## config.mk

```make
export PLATFORM = sky130hd
export DESIGN_NAME = cch_fifo
export DESIGN_NICKNAME = d
export VERILOG_FILES = /design/src/hdl/cch_fifo.sv
export VERILOG_INCLUDE_DIRS = /design/src /design/src/hdl
export SDC_FILE = /design/constraint.sdc
export NUM_CORES = 1
export LEC_CHECK = 0
export ABC_AREA = 1
export ABC_CLOCK_PERIOD_IN_PS = 1700
export BUFFER_PORTS_ARGS = -buffer_cell sky130_fd_sc_hd__clkbuf_2
export CAP_MARGIN = 40
export CORE_MARGIN = 1
export CORE_UTILIZATION = 56
export CTS_CLUSTER_DIAMETER = 120
export DETAILED_ROUTE_END_ITERATION = 16
export GPL_ROUTABILITY_DRIVEN = 0
export PLACE_DENSITY = 0.85
export SYNTH_ARGS = -nofsm -noshare
export SYNTH_HDL_FRONTEND = slang
export SYNTH_SLANG_ARGS = --single-unit
```

## constraint.sdc

```tcl
create_clock -name clk -period 1.7 [get_ports clk]
set_input_delay 0.34 -clock clk [delete_from_list [all_inputs] [get_ports clk]]
set_output_delay 0.34 -clock clk [all_outputs]
set_load 0.02 [all_outputs]
```

## src/hdl/compass_heading_with_calibration_unit_macros.svh

```systemverilog
// Shared assertion helpers for the compass heading unit.
`ifndef COMPASS_HEADING_WITH_CALIBRATION_UNIT_MACROS_SVH
`define COMPASS_HEADING_WITH_CALIBRATION_UNIT_MACROS_SVH

// Expression must hold at every edge out of reset.
`define CCH_ASSERT_HOLD(name, expr) \
	name: assert property (@(posedge clk) disable iff (!arst_n) (expr)) \
		else $error("invariant violated");

// Consequent must hold at the same edge as the antecedent.
`define CCH_ASSERT_IMPL(name, ante, cons) \
	name: assert property (@(posedge clk) disable iff (!arst_n) (ante) |-> (cons)) \
		else $error("implication violated");

`endif

```

## src/hdl/cch_fifo.sv

```systemverilog
`default_nettype none
`include "compass_heading_with_calibration_unit_macros.svh"
module cch_fifo #(
	parameter int W = 8,
	parameter int DEPTH = 4
) (
	input  logic                       clk,
	input  logic                       arst_n,
	input  logic                       push,
	input  logic [W-1:0]               din,
	input  logic                       pop,
	output logic [W-1:0]               dout,
	output logic                       empty,
	output logic [$clog2(DEPTH+1)-1:0] count
);
	localparam int AW = $clog2(DEPTH);
	localparam int CW = $clog2(DEPTH+1);

	logic [W-1:0]  mem [DEPTH];
	logic [AW-1:0] wr_q, rd_q;
	logic [CW-1:0] count_q;

	always_ff @(posedge clk) begin
		if (push) begin
			mem[wr_q] <= din;
		end
	end

	always_ff @(posedge clk or negedge arst_n) begin
		if (!arst_n) begin
			wr_q    <= '0;
			rd_q    <= '0;
			count_q <= '0;
		end else begin
			if (push) begin
				wr_q <= wr_q + AW'(1);
			end
			if (pop) begin
				rd_q <= rd_q + AW'(1);
			end
			count_q <= count_q + CW'(push) - CW'(pop);
		end
	end

	assign dout  = mem[rd_q];
	assign empty = (count_q == '0);
	assign count = count_q;

	`CCH_ASSERT_IMPL(a_fifo_no_underflow, pop, !empty)
	`CCH_ASSERT_IMPL(a_fifo_no_overflow, push && !pop, count_q != CW'(DEPTH))
	`CCH_ASSERT_HOLD(a_fifo_count_bound, count_q <= CW'(DEPTH))
endmodule
`default_nettype wire

```

=== After elaboration in Yosys (flattened, before gate mapping) ===
Memory sizes are Yosys's and may differ from the RTL's.
Cells that the tools add are included.
Widths: inputs -> output; s select.

* Memory bits (writable): 32
* Register bits: 7
* Word-level logic and storage cells: 11
* Output and inout bits: 12
* Memories kept: 1

* Add/subtract/negate cells: 4
* Reductions and logical operators: 1
* Muxes and demuxes: 2

{| class="wikitable"
|+ Memories
! memory !! depth !! bits a word !! read ports !! clocked after Yosys merged registers in !! write ports !! RTL line !! RTL
|-
| mem || 4 || 8 || 1 || 0 || 1 || cch_fifo.sv:19 || <nowiki>logic [W-1:0] mem [DEPTH];</nowiki>
|}

{| class="wikitable"
|+ Operators with widths
! cell !! count
|-
| $add 2x1->2 const B || 2
|-
| $add 3x1->3 || 1
|-
| $logic_not 3->1 || 1
|-
| $sub 3x1->3 || 1
|-
| $mux 1 || 2
|}

=== Longest topological paths before layout ===
* Word-level depth: 2
* Mapped depth: 7
* Mapped depth without buffers: 7

=== Worst setup path after synthesis ===
OpenSTA, ideal clock, no wires.

* Path type: register to register
* Start point: reg count_q[0], in the netlist count[0]
* End point: reg count_q[2], in the netlist count[2]
* Setup time: 0.065 ns
* Path slack: 0.089 ns
* Arrival time: 1.546 ns
* Stages on the path, launching flop included: 8
* Data required time: 1.635 ns
* Cells stage by stage: dfrtp_1 inv_1 ha_1 inv_1 ha_1 fa_1 nand3b_1 nand2_1

* Cells in the longest elaborated chain, start to end: 2

{| class="wikitable"
|+ RTL lines
! element !! RTL line !! RTL
|-
| from (decl) || cch_fifo.sv:21 || <nowiki>logic [CW-1:0] count_q;</nowiki>
|-
| from (signal assigned) || cch_fifo.sv:41 || <nowiki>count_q <= count_q + CW'(push) - CW'(pop);</nowiki>
|-
| $add 3x1->3 || cch_fifo.sv:41 ||
|-
| $sub 3x1->3 || cch_fifo.sv:41 ||
|}

No other way between the ends.
A chain may end at the register's enable or synchronous reset.

=== Final worst setup path ===
* Start point: reg rd_q[0]
* End point: out dout[6]

* Cells in the longest elaborated chain, start to end: 1

{| class="wikitable"
|+ RTL lines
! element !! RTL line !! RTL
|-
| from (decl) || cch_fifo.sv:20 || <nowiki>logic [AW-1:0] wr_q, rd_q;</nowiki>
|-
| from (signal assigned) || cch_fifo.sv:39 || <nowiki>rd_q <= rd_q + AW'(1);</nowiki>
|-
| $mem_v2 4x8 || -- ||
|-
| to (decl) || cch_fifo.sv:12 || <nowiki>output logic [W-1:0] dout,</nowiki>
|}

No other way between the ends.

==> results.sh <==
export IMPL_status="finished, violations left"
export IMPL_violations="setup timing"
export IMPL_drive_gt1_frac=0.408
export IMPL_power_mw=4.22
export IMPL_setup_viol=3
export IMPL_diodes=0
export IMPL_core_area_sq_um=3050
export IMPL_cts_max_level=2
export IMPL_clock_skew_ns=0.0151
export IMPL_cp_required_ns=1.36
export IMPL_cap_viol_max_count=0
export IMPL_port_buffers=23
export IMPL_final_common_cell="inv_1"
export IMPL_path_class="flip-flop to output port"
export IMPL_vias=1178
export IMPL_clock_sinks=39
export IMPL_slew_headroom=0.738
export IMPL_grt_start_max_net_pins=17
export IMPL_start_util=0.589
export IMPL_synthDistinctLibCells=18
export IMPL_holdWs_ns=0.202
export IMPL_cts_root_buffer="clkbuf_4"
export IMPL_grt_setup_unrepaired="yes"
export IMPL_numCtsBuffers=5
export IMPL_hold_viol_final=0
export IMPL_num_io_pins=24
export IMPL_antenna_found_initial=0
export IMPL_layout_common_cells="inv_1, edfxtp_1, nand2_1, nand2_2, clkbuf_2"
export IMPL_leakagePower_nw=1.14
export IMPL_layout_nets=224
export IMPL_cts_clk_slew_worst_paths_ns=0.12
export IMPL_dieArea_sq_um=3440
export IMPL_drv_slew=0
export IMPL_ys_seq_area_frac=0.632
export IMPL_ant_nets=0
export IMPL_critPathArrivalTime_ns=1.38
export IMPL_yosysWarnings=0
export IMPL_syn_inst=170
export IMPL_grt_util_all_layers=0.199
export IMPL_fmax_ghz=0.581
export IMPL_dpl_worst_slack_ns=0.0157
export IMPL_ys_ff_latch=39
export IMPL_fillers=219
export IMPL_firstDrtPassIters=4
export IMPL_synthesis_nets=189
export IMPL_wirelength_mm=3.30
export IMPL_fin_crit_sh=1.01
export IMPL_hold_class="input port to flip-flop"
export IMPL_final_cell_count_no_fill=250
export IMPL_syn_cell_area_sq_um=1800
export IMPL_clockBufferDepth=2
export IMPL_grt_pass1_vias=998
export IMPL_rows=20
export IMPL_insertion_delay_ns=0.35
export IMPL_hpwl_mm=2.04
export IMPL_layout_setup_ws_ns=-0.0217
export IMPL_vias_per_cell=4.71
export IMPL_cp_max_fo=6
export IMPL_cts_tree="done"
export IMPL_worstSetupStartpointType="flip-flop"
export IMPL_crit_path_end_kind="output port"
export IMPL_peakVddDrop_mv=1.05
export IMPL_die_x_microns=58.6
export IMPL_syn2layout_area_growth_pct=29.0
export IMPL_drc=0
export IMPL_wl_per_cell_microns=13.2
export IMPL_dp_cells=234
export IMPL_finalSetupTns_ns=-0.0347
export IMPL_syn_avg_cell_area_sq_um=10.6
export IMPL_fp_dieH_microns=58.6
export IMPL_grt_pass1_wl_mm=4.64
export IMPL_power_density_nw_per_um2=1820
export IMPL_drt_initial_drc_count=15
export IMPL_period_minus_slack_ns=1.72
export IMPL_tightestPinTransition_ns=0.393
export IMPL_grt_remaining_overflow=0
[stage by stage]
stage	instance area (sq um)	util
after floorplan	1800	-
after global placement	1930	0.632
after detailed placement	1930	0.632
after CTS	2050	0.671
after global routing	2320	0.759
final	2320	0.759
[area by class of cell]
type                            instances  area (sq um)  share of cell area
Multi-Input combinational cell         81           577               0.249
Timing Repair Buffer                   32           267               0.115
Clock inverter                          2          35.0              0.0151
Inverter                               45           184              0.0793
Sequential cell                        39          1140               0.491
Clock buffer                            6          51.3              0.0221
Tap cell                               44          55.1              0.0237
Timing Repair inverter                  1          11.3             0.00486
[critical path, stage by stage, from the launching register on]
cell	delay, ns
dfrtp_2	0.45
buf_6	0.14
buf_6	0.13
nand2_2	0.06
nand3_2	0.06
nand2_2	0.08
buf_6	0.11
[final timing paths]
path                            slack (ns)      from  cells past startpoint        end
worst min register to register        0.55   wr_q[0]                      1    wr_q[0]
max in group asynchronous             1.18    arst_n                      2    rd_q[0]
worst min-delay path                  0.20    din[7]                      1  mem[1][7]
worst max register to register        0.10  count[0]                      7   count[2]
worst max-delay path                 -0.02   rd_q[0]                      6    dout[6]
min in group asynchronous             0.34    arst_n                      2   count[2]
[power by group]
part / leakage [nW] / switching [mW] / internal (mW)
sequential: 0.374 / 0.127 / 1.29
combinational: 0.718 / 1.25 / 0.914
clock: 0.0482 / 0.294 / 0.348
[per-layer routing]
metal	GRT usage	vias up	routed length [microns]	share of wire
met5	0	-	0	0
met4	0.126	0	74	0.022
met3	0.0462	8	115	0.035
met2	0.332	22	1790	0.54
met1	0.234	557	1320	0.40
li1	-	591	-	-
[cell usage after synthesis]
cell	number	area share
nand3_1	17	0.047
buf_6	2	0.013
inv_6	1	0.0049
nand2_1	43	0.090
dfrtp_1	7	0.097
buf_2	1	0.0028
o21ai_1	1	0.0028
buf_12	1	0.011
inv_2	1	0.0021
xor2_1	3	0.015
ha_1	6	0.042
fa_1	1	0.011
inv_1	43	0.090
clkbuf_2	1	0.0028
nand3b_1	1	0.0042
nand2_2	8	0.028
edfxtp_1	32	0.53
nor2_1	1	0.0021
[cells by family after synthesis]
kind of cell | synth area share
compound gates | 0.00278
xor+xnor | 0.0146
fa+ha+maj | 0.0529
buf+inv | 0.126
flops | 0.632
simple gates | 0.171
[registers in the layout, indices dropped and copies added (netlist names)]
signal and cells:
rd_q 2, wr_q 2, mem 32, count 3
[repair_timing]
action | 4_1_cts | 5_1_grt
buffers inserted | 0 | 6
pin swaps | 1 | 25
gates cloned | 0 | 1
hold endpoints to repair | 7 | 0
setup endpoints to repair | 8 | 8
gates resized for setup | 8 | 69
hold buffers | 1 | 0
Power figures use the tool's default switching activity.
