### src/hdl/compass_heading_with_calibration_unit_macros.svh
// Shared assertion helpers for the compass heading unit.
`ifndef COMPASS_HEADING_WITH_CALIBRATION_UNIT_MACROS_SVH
`define COMPASS_HEADING_WITH_CALIBRATION_UNIT_MACROS_SVH

// Expression must hold at every edge out of reset.
`define CCH_ASSERT_HOLD(name, expr) \
	name: assert property (@(posedge clk) disable iff (!arst_n) (expr)) \
		else $error("invariant violated");

// Consequent must hold at the same edge as the antecedent.
`define CCH_ASSERT_IMPL(name, ante, cons) \
	name: assert property (@(posedge clk) disable iff (!arst_n) (ante) |-> (cons)) \
		else $error("implication violated");

`endif

### src/hdl/cch_pkg.sv
`default_nettype none
package cch_pkg;
	localparam int SAMPLE_W  = 16;
	localparam int DEG_W     = 9;
	localparam int NUM_W     = 17;
	localparam int VEC_W     = 35;
	localparam int VEC_SHIFT = 20;
	localparam int QBITS     = 16;
	localparam int ANGLE_W   = 32;
	localparam int PROD_W    = ANGLE_W + 9;
	localparam int ATAN_N    = 24;
	localparam int REG_IDX_W = 2;
	localparam int MID_DEPTH = 4;
	localparam int MID_CW    = 3;

	localparam logic [REG_IDX_W-1:0] REG_X_UPPER = 2'd0;
	localparam logic [REG_IDX_W-1:0] REG_X_LOWER = 2'd1;
	localparam logic [REG_IDX_W-1:0] REG_Y_UPPER = 2'd2;
	localparam logic [REG_IDX_W-1:0] REG_Y_LOWER = 2'd3;

	localparam logic [SAMPLE_W-1:0] NORM_MAX  = 16'h7FFF;
	localparam logic [SAMPLE_W-1:0] NORM_MIN  = 16'h8000;
	localparam logic [ANGLE_W-1:0]  HALF_TURN = 32'h8000_0000;
	localparam logic [DEG_W-1:0]    FULL_DEG  = 9'd360;

	typedef struct packed {
		logic signed [SAMPLE_W-1:0] x_sample;
		logic signed [SAMPLE_W-1:0] y_sample;
	} cch_in_t;

	typedef struct packed {
		logic signed [SAMPLE_W-1:0] x_norm;
		logic signed [SAMPLE_W-1:0] y_norm;
		logic [DEG_W-1:0]           heading_deg;
		logic                       range_error;
	} cch_out_t;

	// one classified sample, front to back
	typedef struct packed {
		logic                    range_err;
		logic                    neg_x;
		logic                    neg_y;
		logic [NUM_W-1:0]        mag_x;
		logic [NUM_W-1:0]        mag_y;
		logic signed [VEC_W-1:0] vec_x;
		logic signed [VEC_W-1:0] vec_y;
	} cch_work_t;

	// calibration spans |upper - lower|
	typedef struct packed {
		logic [SAMPLE_W-1:0] span_x;
		logic [SAMPLE_W-1:0] span_y;
	} cch_cal_t;

	function automatic int cordic_len(input int steps);
		return (steps < ATAN_N) ? steps : ATAN_N;
	endfunction

	function automatic int pipe_len(input int steps);
		return (cordic_len(steps) > QBITS) ? cordic_len(steps) : QBITS;
	endfunction

	// atan(2^-i), full circle = 2^32
	function automatic logic [ANGLE_W-1:0] atan_angle(input int unsigned idx);
		logic [ANGLE_W-1:0] a;
		case (idx)
			0:  a = 32'h20000000;
			1:  a = 32'h12E4051E;
			2:  a = 32'h09FB385B;
			3:  a = 32'h051111D4;
			4:  a = 32'h028B0D43;
			5:  a = 32'h0145D7E1;
			6:  a = 32'h00A2F61E;
			7:  a = 32'h00517C55;
			8:  a = 32'h0028BE53;
			9:  a = 32'h00145F2F;
			10: a = 32'h000A2F98;
			11: a = 32'h000517CC;
			12: a = 32'h00028BE6;
			13: a = 32'h000145F3;
			14: a = 32'h0000A2FA;
			15: a = 32'h0000517D;
			16: a = 32'h000028BE;
			17: a = 32'h0000145F;
			18: a = 32'h00000A30;
			19: a = 32'h00000518;
			20: a = 32'h0000028C;
			21: a = 32'h00000146;
			22: a = 32'h000000A3;
			23: a = 32'h00000051;
			default: a = '0;
		endcase
		return a;
	endfunction
endpackage
`default_nettype wire

### src/hdl/cch_front.sv
`default_nettype none
module cch_front (
	input  logic                             clk,
	input  logic                             arst_n,
	input  logic                             wr_en,
	input  logic [cch_pkg::REG_IDX_W-1:0]    wr_idx,
	input  logic [cch_pkg::SAMPLE_W-1:0]     wr_data,
	input  logic                             push,
	input  cch_pkg::cch_in_t                 item,
	output logic                             full,
	input  logic [cch_pkg::MID_CW-1:0]       mid_count,
	output logic                             mid_push,
	output cch_pkg::cch_work_t               mid_data,
	output cch_pkg::cch_cal_t                cal
);
	import cch_pkg::*;

	localparam logic [MID_CW:0] MID_FULL = (MID_CW+1)'(MID_DEPTH);

	logic signed [SAMPLE_W-1:0] x_upper_q, x_lower_q, y_upper_q, y_lower_q;
	logic signed [SAMPLE_W:0]   sum_x, sum_y, dif_x, dif_y;
	logic [SAMPLE_W-1:0]        span_x, span_y;
	logic                       accept;
	logic signed [NUM_W:0]      nx_c, ny_c;
	logic                       valid_s1, valid_s2;
	logic signed [NUM_W:0]      nx_s1, ny_s1;
	logic signed [VEC_W-1:0]    prod_x, prod_y;
	cch_work_t                  work_c, work_s2;
	logic [MID_CW:0]            occ;

	always_ff @(posedge clk or negedge arst_n) begin
		if (!arst_n) begin
			x_upper_q <= '0;
			x_lower_q <= '0;
			y_upper_q <= '0;
			y_lower_q <= '0;
		end else if (wr_en) begin
			case (wr_idx)
				REG_X_UPPER: x_upper_q <= wr_data;
				REG_X_LOWER: x_lower_q <= wr_data;
				REG_Y_UPPER: y_upper_q <= wr_data;
				REG_Y_LOWER: y_lower_q <= wr_data;
				default:     x_upper_q <= x_upper_q;
			endcase
		end
	end

	always_comb begin
		sum_x  = {x_upper_q[SAMPLE_W-1], x_upper_q} + {x_lower_q[SAMPLE_W-1], x_lower_q};
		sum_y  = {y_upper_q[SAMPLE_W-1], y_upper_q} + {y_lower_q[SAMPLE_W-1], y_lower_q};
		dif_x  = {x_upper_q[SAMPLE_W-1], x_upper_q} - {x_lower_q[SAMPLE_W-1], x_lower_q};
		dif_y  = {y_upper_q[SAMPLE_W-1], y_upper_q} - {y_lower_q[SAMPLE_W-1], y_lower_q};
		span_x = dif_x[SAMPLE_W] ? SAMPLE_W'(-dif_x) : dif_x[SAMPLE_W-1:0];
		span_y = dif_y[SAMPLE_W] ? SAMPLE_W'(-dif_y) : dif_y[SAMPLE_W-1:0];
	end

	assign cal.span_x = span_x;
	assign cal.span_y = span_y;

	// credit check: queue entries plus beats still in the two stages
	assign occ    = {1'b0, mid_count} + {{MID_CW{1'b0}}, valid_s1}
		+ {{MID_CW{1'b0}}, valid_s2};
	assign full   = (occ >= MID_FULL);
	assign accept = push && !full;

	// centered numerator 2*s - upper - lower
	assign nx_c = {item.x_sample[SAMPLE_W-1], item.x_sample, 1'b0}
		- {sum_x[SAMPLE_W], sum_x};
	assign ny_c = {item.y_sample[SAMPLE_W-1], item.y_sample, 1'b0}
		- {sum_y[SAMPLE_W], sum_y};

	always_comb begin
		prod_x = nx_s1 * $signed({1'b0, span_y});
		prod_y = ny_s1 * $signed({1'b0, span_x});
		work_c.range_err = (dif_x == '0) || (dif_y == '0);
		work_c.neg_x     = nx_s1[NUM_W] ^ dif_x[SAMPLE_W];
		work_c.neg_y     = ny_s1[NUM_W] ^ dif_y[SAMPLE_W];
		work_c.mag_x     = nx_s1[NUM_W] ? NUM_W'(-nx_s1) : nx_s1[NUM_W-1:0];
		work_c.mag_y     = ny_s1[NUM_W] ? NUM_W'(-ny_s1) : ny_s1[NUM_W-1:0];
		work_c.vec_x     = dif_x[SAMPLE_W] ? -prod_x : prod_x;
		work_c.vec_y     = dif_y[SAMPLE_W] ? -prod_y : prod_y;
	end

	always_ff @(posedge clk or negedge arst_n) begin
		if (!arst_n) begin
			valid_s1 <= 1'b0;
			valid_s2 <= 1'b0;
		end else begin
			valid_s1 <= accept;
			valid_s2 <= valid_s1;
		end
	end

	always_ff @(posedge clk) begin
		nx_s1   <= nx_c;
		ny_s1   <= ny_c;
		work_s2 <= work_c;
	end

	assign mid_push = valid_s2;
	assign mid_data = work_s2;
endmodule
`default_nettype wire

### config.mk
export PLATFORM = sky130hd
export DESIGN_NAME = cch_front
export DESIGN_NICKNAME = d
export VERILOG_FILES = /design/src/hdl/compass_heading_with_calibration_unit_macros.svh /design/src/hdl/cch_pkg.sv /design/src/hdl/cch_front.sv
export SDC_FILE = /design/constraint.sdc
export NUM_CORES = 2
export LEC_CHECK = 0
export BUFFER_PORTS_ARGS = -buffer_cell sky130_fd_sc_hd__buf_2
export CAP_MARGIN = 20
export CORE_MARGIN = 3
export CORE_UTILIZATION = 33
export DETAILED_ROUTE_END_ITERATION = 10
export PLACE_DENSITY = 0.52
export SLEW_MARGIN = 15
export SYNTH_ARGS = -nofsm -noshare
export SYNTH_HDL_FRONTEND = slang
export SYNTH_SLANG_ARGS = --single-unit
### constraint.sdc
create_clock -name clk -period 12.5 [get_ports clk]
set_input_delay 0 -clock clk [delete_from_list [all_inputs] [get_ports clk]]
set_output_delay 0 -clock clk [all_outputs]
set_load 0.01 [all_outputs]
# ---- Word-level counts from Yosys, hierarchy flattened
# Index checks and enable logic that the tools add are counted.
dict set report totals {
  out_inout_bits 141
  register_bits 209
  elab_cells 53
  inputBits 57
}
dict set report classes {
  bitwise_logic 2
  n_mux 6
  n_eq_ne 3
  reduce_logical 10
  order_cmp 1
  mul 2
  addsub 14
}
# op count
set op_table {}
lappend op_table {{multiplier 18 x 17 -> 35 bit} 2}
lappend op_table {{2-to-1 mux 35 bit} 2}
lappend op_table {{negation 35 bit} 2}
lappend op_table {{subtractor 17 x 17 -> 18 bit} 2}
lappend op_table {{adder 16 x 16 -> 17 bit} 2}
lappend op_table {{logical NOT 17 bit} 2}
lappend op_table {{2-to-1 mux 17 bit} 2}
lappend op_table {{negation 17 bit} 2}
lappend op_table {{subtractor 16 x 16 -> 17 bit} 2}
lappend op_table {{2-to-1 mux 16 bit} 2}
lappend op_table {{negation 16 bit} 2}
lappend op_table {{AND reduction 2 bit} 4}
lappend op_table {{adder 3 x 1 -> 4 bit} 1}
lappend op_table {{adder 4 x 1 -> 4 bit} 1}
lappend op_table {{== test 2 bit (second input constant)} 2}
lappend op_table {{>= comparator 4 x 3 -> 1 bit (second input constant)} 1}
lappend op_table {{== test 2 x 1 -> 1 bit (second input constant)} 1}
lappend op_table {{logical NOT 2 bit} 1}
lappend op_table {{XOR 1 bit} 2}
lappend op_table {{logical AND 1 bit} 1}
lappend op_table {{logical NOT 1 bit} 1}
lappend op_table {{logical OR 1 bit} 1}

# ---- Longest topological paths before layout
dict set report logic_depth {
  word_depth 6
  ltp_mapped 40
  mapped_depth_nobuf 36
}

# ---- Worst setup path after synthesis
# OpenSTA, ideal clock, no wires.
dict set report synth_timing {
  path_kind {register to register}
  from {reg x_lower_q[0]}
  to {reg work_s2, in the netlist mid_data[30]}
  synth_period_minus_slack_ps 9190
  required_ps 12368
  t_arrival_ps 9058
  slack_ps 3310
  setup_time_ps 132
  path_stages_with_launch 38
  n_path_buf 4
  cell_sequence {dfrtp_1 -> ha_1 -> fa_1 -> o21ba_1 -> or4_4 -> nand4_1 -> a31o_1 -> a21oi_1 -> o21bai_1 -> a2111o_1 -> buf_4 -> a21oi_1 -> xnor2_1 -> buf_2 -> nand2_1 -> fa_1 -> inv_1 -> fa_1 -> [2 not listed] -> fa_1 -> inv_1 -> fa_1 -> inv_1 -> fa_1 -> inv_1 -> ha_1 -> clkbuf_1 -> a21o_1 -> and3_1 -> a211oi_2 -> a211oi_1 -> or3_1 -> a211oi_1 -> and4b_1 -> clkbuf_1 -> a41oi_1 -> xor2_1}
}
# item line
set synth_rtl {}
lappend synth_rtl {{from (decl)} cch_front.sv:20} ;# logic signed [SAMPLE_W-1:0] x_upper_q, x_lower_q, y_upper_q, y_lower_q;
lappend synth_rtl {{from (signal assigned)} cch_front.sv:40} ;# REG_X_LOWER: x_lower_q <= wr_data;
lappend synth_rtl {{to (signal assigned)} cch_front.sv:97} ;# work_s2 <= work_c;
lappend synth_rtl {{to (decl)} cch_front.sv:28} ;# cch_work_t work_c, work_s2;

==> results.toml <==
[hold_path]
hold_end = "ny_s1[15]"
hp-class = "in2reg"
holdCritStartpoint = "item[13]"
whs_path_depth = 4

[final_layout]
final_common_cell = "inv_1"
drive_gt1_frac = 0.101
fill_cells = 10870
fin_nets = 5095
area_growth_pct = 12.1
final_cell_mix = "inv_1 (894), fa_1 (620), nand2_1 (496), ha_1 (281), buf_2 (197)"

[worst_setup_path]
r2r-end = "mid_data[34]"
crit_top_cell = "fa_1"
cp-start-kind = "flop"
worstReg2RegStart = "x_upper_q[0]"
critical-path-max-stage-delay_ps = 920
crit_buf_inv = 3
critPathRequiredTime_ps = 12990
cp_top_family = "adder cells"
critPathKind = "reg2reg"
slowest_stage = "fa_1"
cp_max_fo = 19
timing.reg2reg.setup_slack_ps = 1700
end_kind = "flop"
r2r_cells = 32
arrival_ps = 11290

[synth]
netlist_area_um2 = 35400
synth_warnings = 0
synth.top_cell.area_share = 0.350
yosysTopAreaCell = "fa_1"
syn_nets = 4914
synth_edf_count = 0
syn_avg_cell_area_um2 = 8.96
synthFlopType = "dfxtp_1"
synthArstFlopShare = 0.316
synth_cell_types = 99
synthCells = 3956
synthTopCellsByArea = "fa_1 (35%), ha_1 (9.9%), inv_1 (9.5%)"
synth_seq_cells = 209
ys_seq_area_frac = 0.127

[status]
status = "finished clean"

[flow_run]
maxCapViolations = 0

[clocking]
ctsHoldBuffers = 58
tritoncts = "yes"
cts_made_buffers = 30
cts_sinks = 209
h-tree-depth = 1
cts_buffer_depth = 3
post_cts_buffers = 0
clock_tree.root_cell = "clkbuf_16"
insertion_delay_ps = 650
cts_resized = 0
clk_pin_slew_ps = 60

[grt]
grt_antenna_before_repair = 4
grt_max_degree = 67
grt_pass1_wl_um = 155000
grt_use_total = 0.175
grt.overflow.total = 0
grt_pass1_vias = 27499

[route]
remaining_drc_errors = 0
drtIter0Drc = 1312
vias = 26515
routed_wl_um = 96800
wire_per_inst_um = 17.4
first_pass_iters = 5
avgViaCountPerCell = 4.77
ant_nets = 0

[placed_design]
io_buffers = 197
post-dp-hpwl_um = 77800
gp_congestion = 0.830

[sta]
slew_violations = 0
period_share = 0.864
final-hold-violation-count = 0
period_needed_ps = 10800
finalSetupViolations = 0
clock_skew_ps = 58.0
worstMarginPinSlew_ps = 1080
tns_ps = 0
fmax_mhz = 92.6
rsz0062_at_grt = "no"
slew_headroom = 0.277

[floorplanning]
fp-row-count = 119
fp.dieW_um = 334
coreArea_um2 = 106000
io_pins = 198
die_h_um = 334
start_util = 0.335
dieArea_um2 = 111000
worst max path at each step:
stage	from	endpoint	slack [ps]	depth (start not counted)
after floorplan	x_lower_q[0]	mid_data[30]	3310	37
after global placement	x_upper_q[0]	mid_data[34]	1960	32
after detailed placement	x_upper_q[0]	mid_data[34]	1740	32
after CTS	x_upper_q[0]	mid_data[34]	1690	32
after global routing	x_upper_q[0]	mid_data[34]	1130	32
final	x_upper_q[0]	mid_data[34]	1700	32
area by class of cell:
class,count,area [µm²],share of cell area
timing repair buffer,306,1980,0.0499
antenna,2,5.00,0.000126
clock buffer,40,848,0.0214
tap,1391,1740,0.0438
sequential,209,4510,0.114
clock inverter,16,205,0.00517
multi-input combinational,2693,27100,0.681
inverter,897,3370,0.0848
sequential cells by signal, indices dropped and copies added (netlist names):
register,cells
mid_push,1
mid_data,107
valid_s1,1
x_upper_q,16
nx_s1,18
y_upper_q,16
ny_s1,18
y_lower_q,16
x_lower_q,16
worst register-to-register path: cells and delay by family (launching register included):
| family | cells | cell delay [ps] |
|---|---|---|
| adder cells (fa/ha/maj) | 9 | 4460 |
| AO/OA/AOI/OAI | 12 | 2910 |
| AND/OR/NAND/NOR | 6 | 1790 |
| XOR/XNOR | 2 | 1030 |
| buffers and inverters | 3 | 160 |
| flip-flops | 1 | 320 |
per-layer routing:
layer  track usage  up-vias  wire (µm)
met3        0.0246       95       4700
met2         0.289      539      44800
met1         0.244    13383      45200
li1              -    12494          -
met5             0        -         22
met4        0.0393        4       2080
stage by stage:
step                      utilization  instance area [µm²]  cells  hold WS [ps]  setup WS (ps)
final                           0.375                39700   5554          44.4           1700
after global routing            0.375                39700   5552          47.4           1130
after CTS                       0.374                39600   5546          8.19           1690
after detailed placement        0.359                38000   5432           219           1740
after global placement          0.359                38000   5432           211           1960
after floorplan                     -                35400   3956          -296           3310
cell usage after synthesis (all sizes together) (33+ instances only):
master,count
dfrtp,66
xor2,64
mux2,49
buf,40
nand2,496
a21o,33
ha,281
and3,49
nor3,43
nand3,40
fa,620
clkbuf,117
dfxtp,143
inv,897
nor2,112
xnor2,177
and2,157
a21oi,119
o21ai,101
cells by family (layout without fill, tap and decap cells):
group / Yosys count / in the layout / synth area share
AO/OA/AOI/OAI: 443 / 443 / 0.0845
XOR/XNOR: 241 / 241 / 0.0618
adder cells (fa/ha/maj): 901 / 901 / 0.449
buffers and inverters: 1054 / 1259 / 0.113
flip-flops: 209 / 209 / 0.127
multiplexers: 53 / 53 / 0.0171
other: 0 / 2 / 0
AND/OR/NAND/NOR: 1055 / 1055 / 0.146
Power is not shown: default switching activity piles up to over one toggle a cycle in this logic, so the estimate is an artifact.
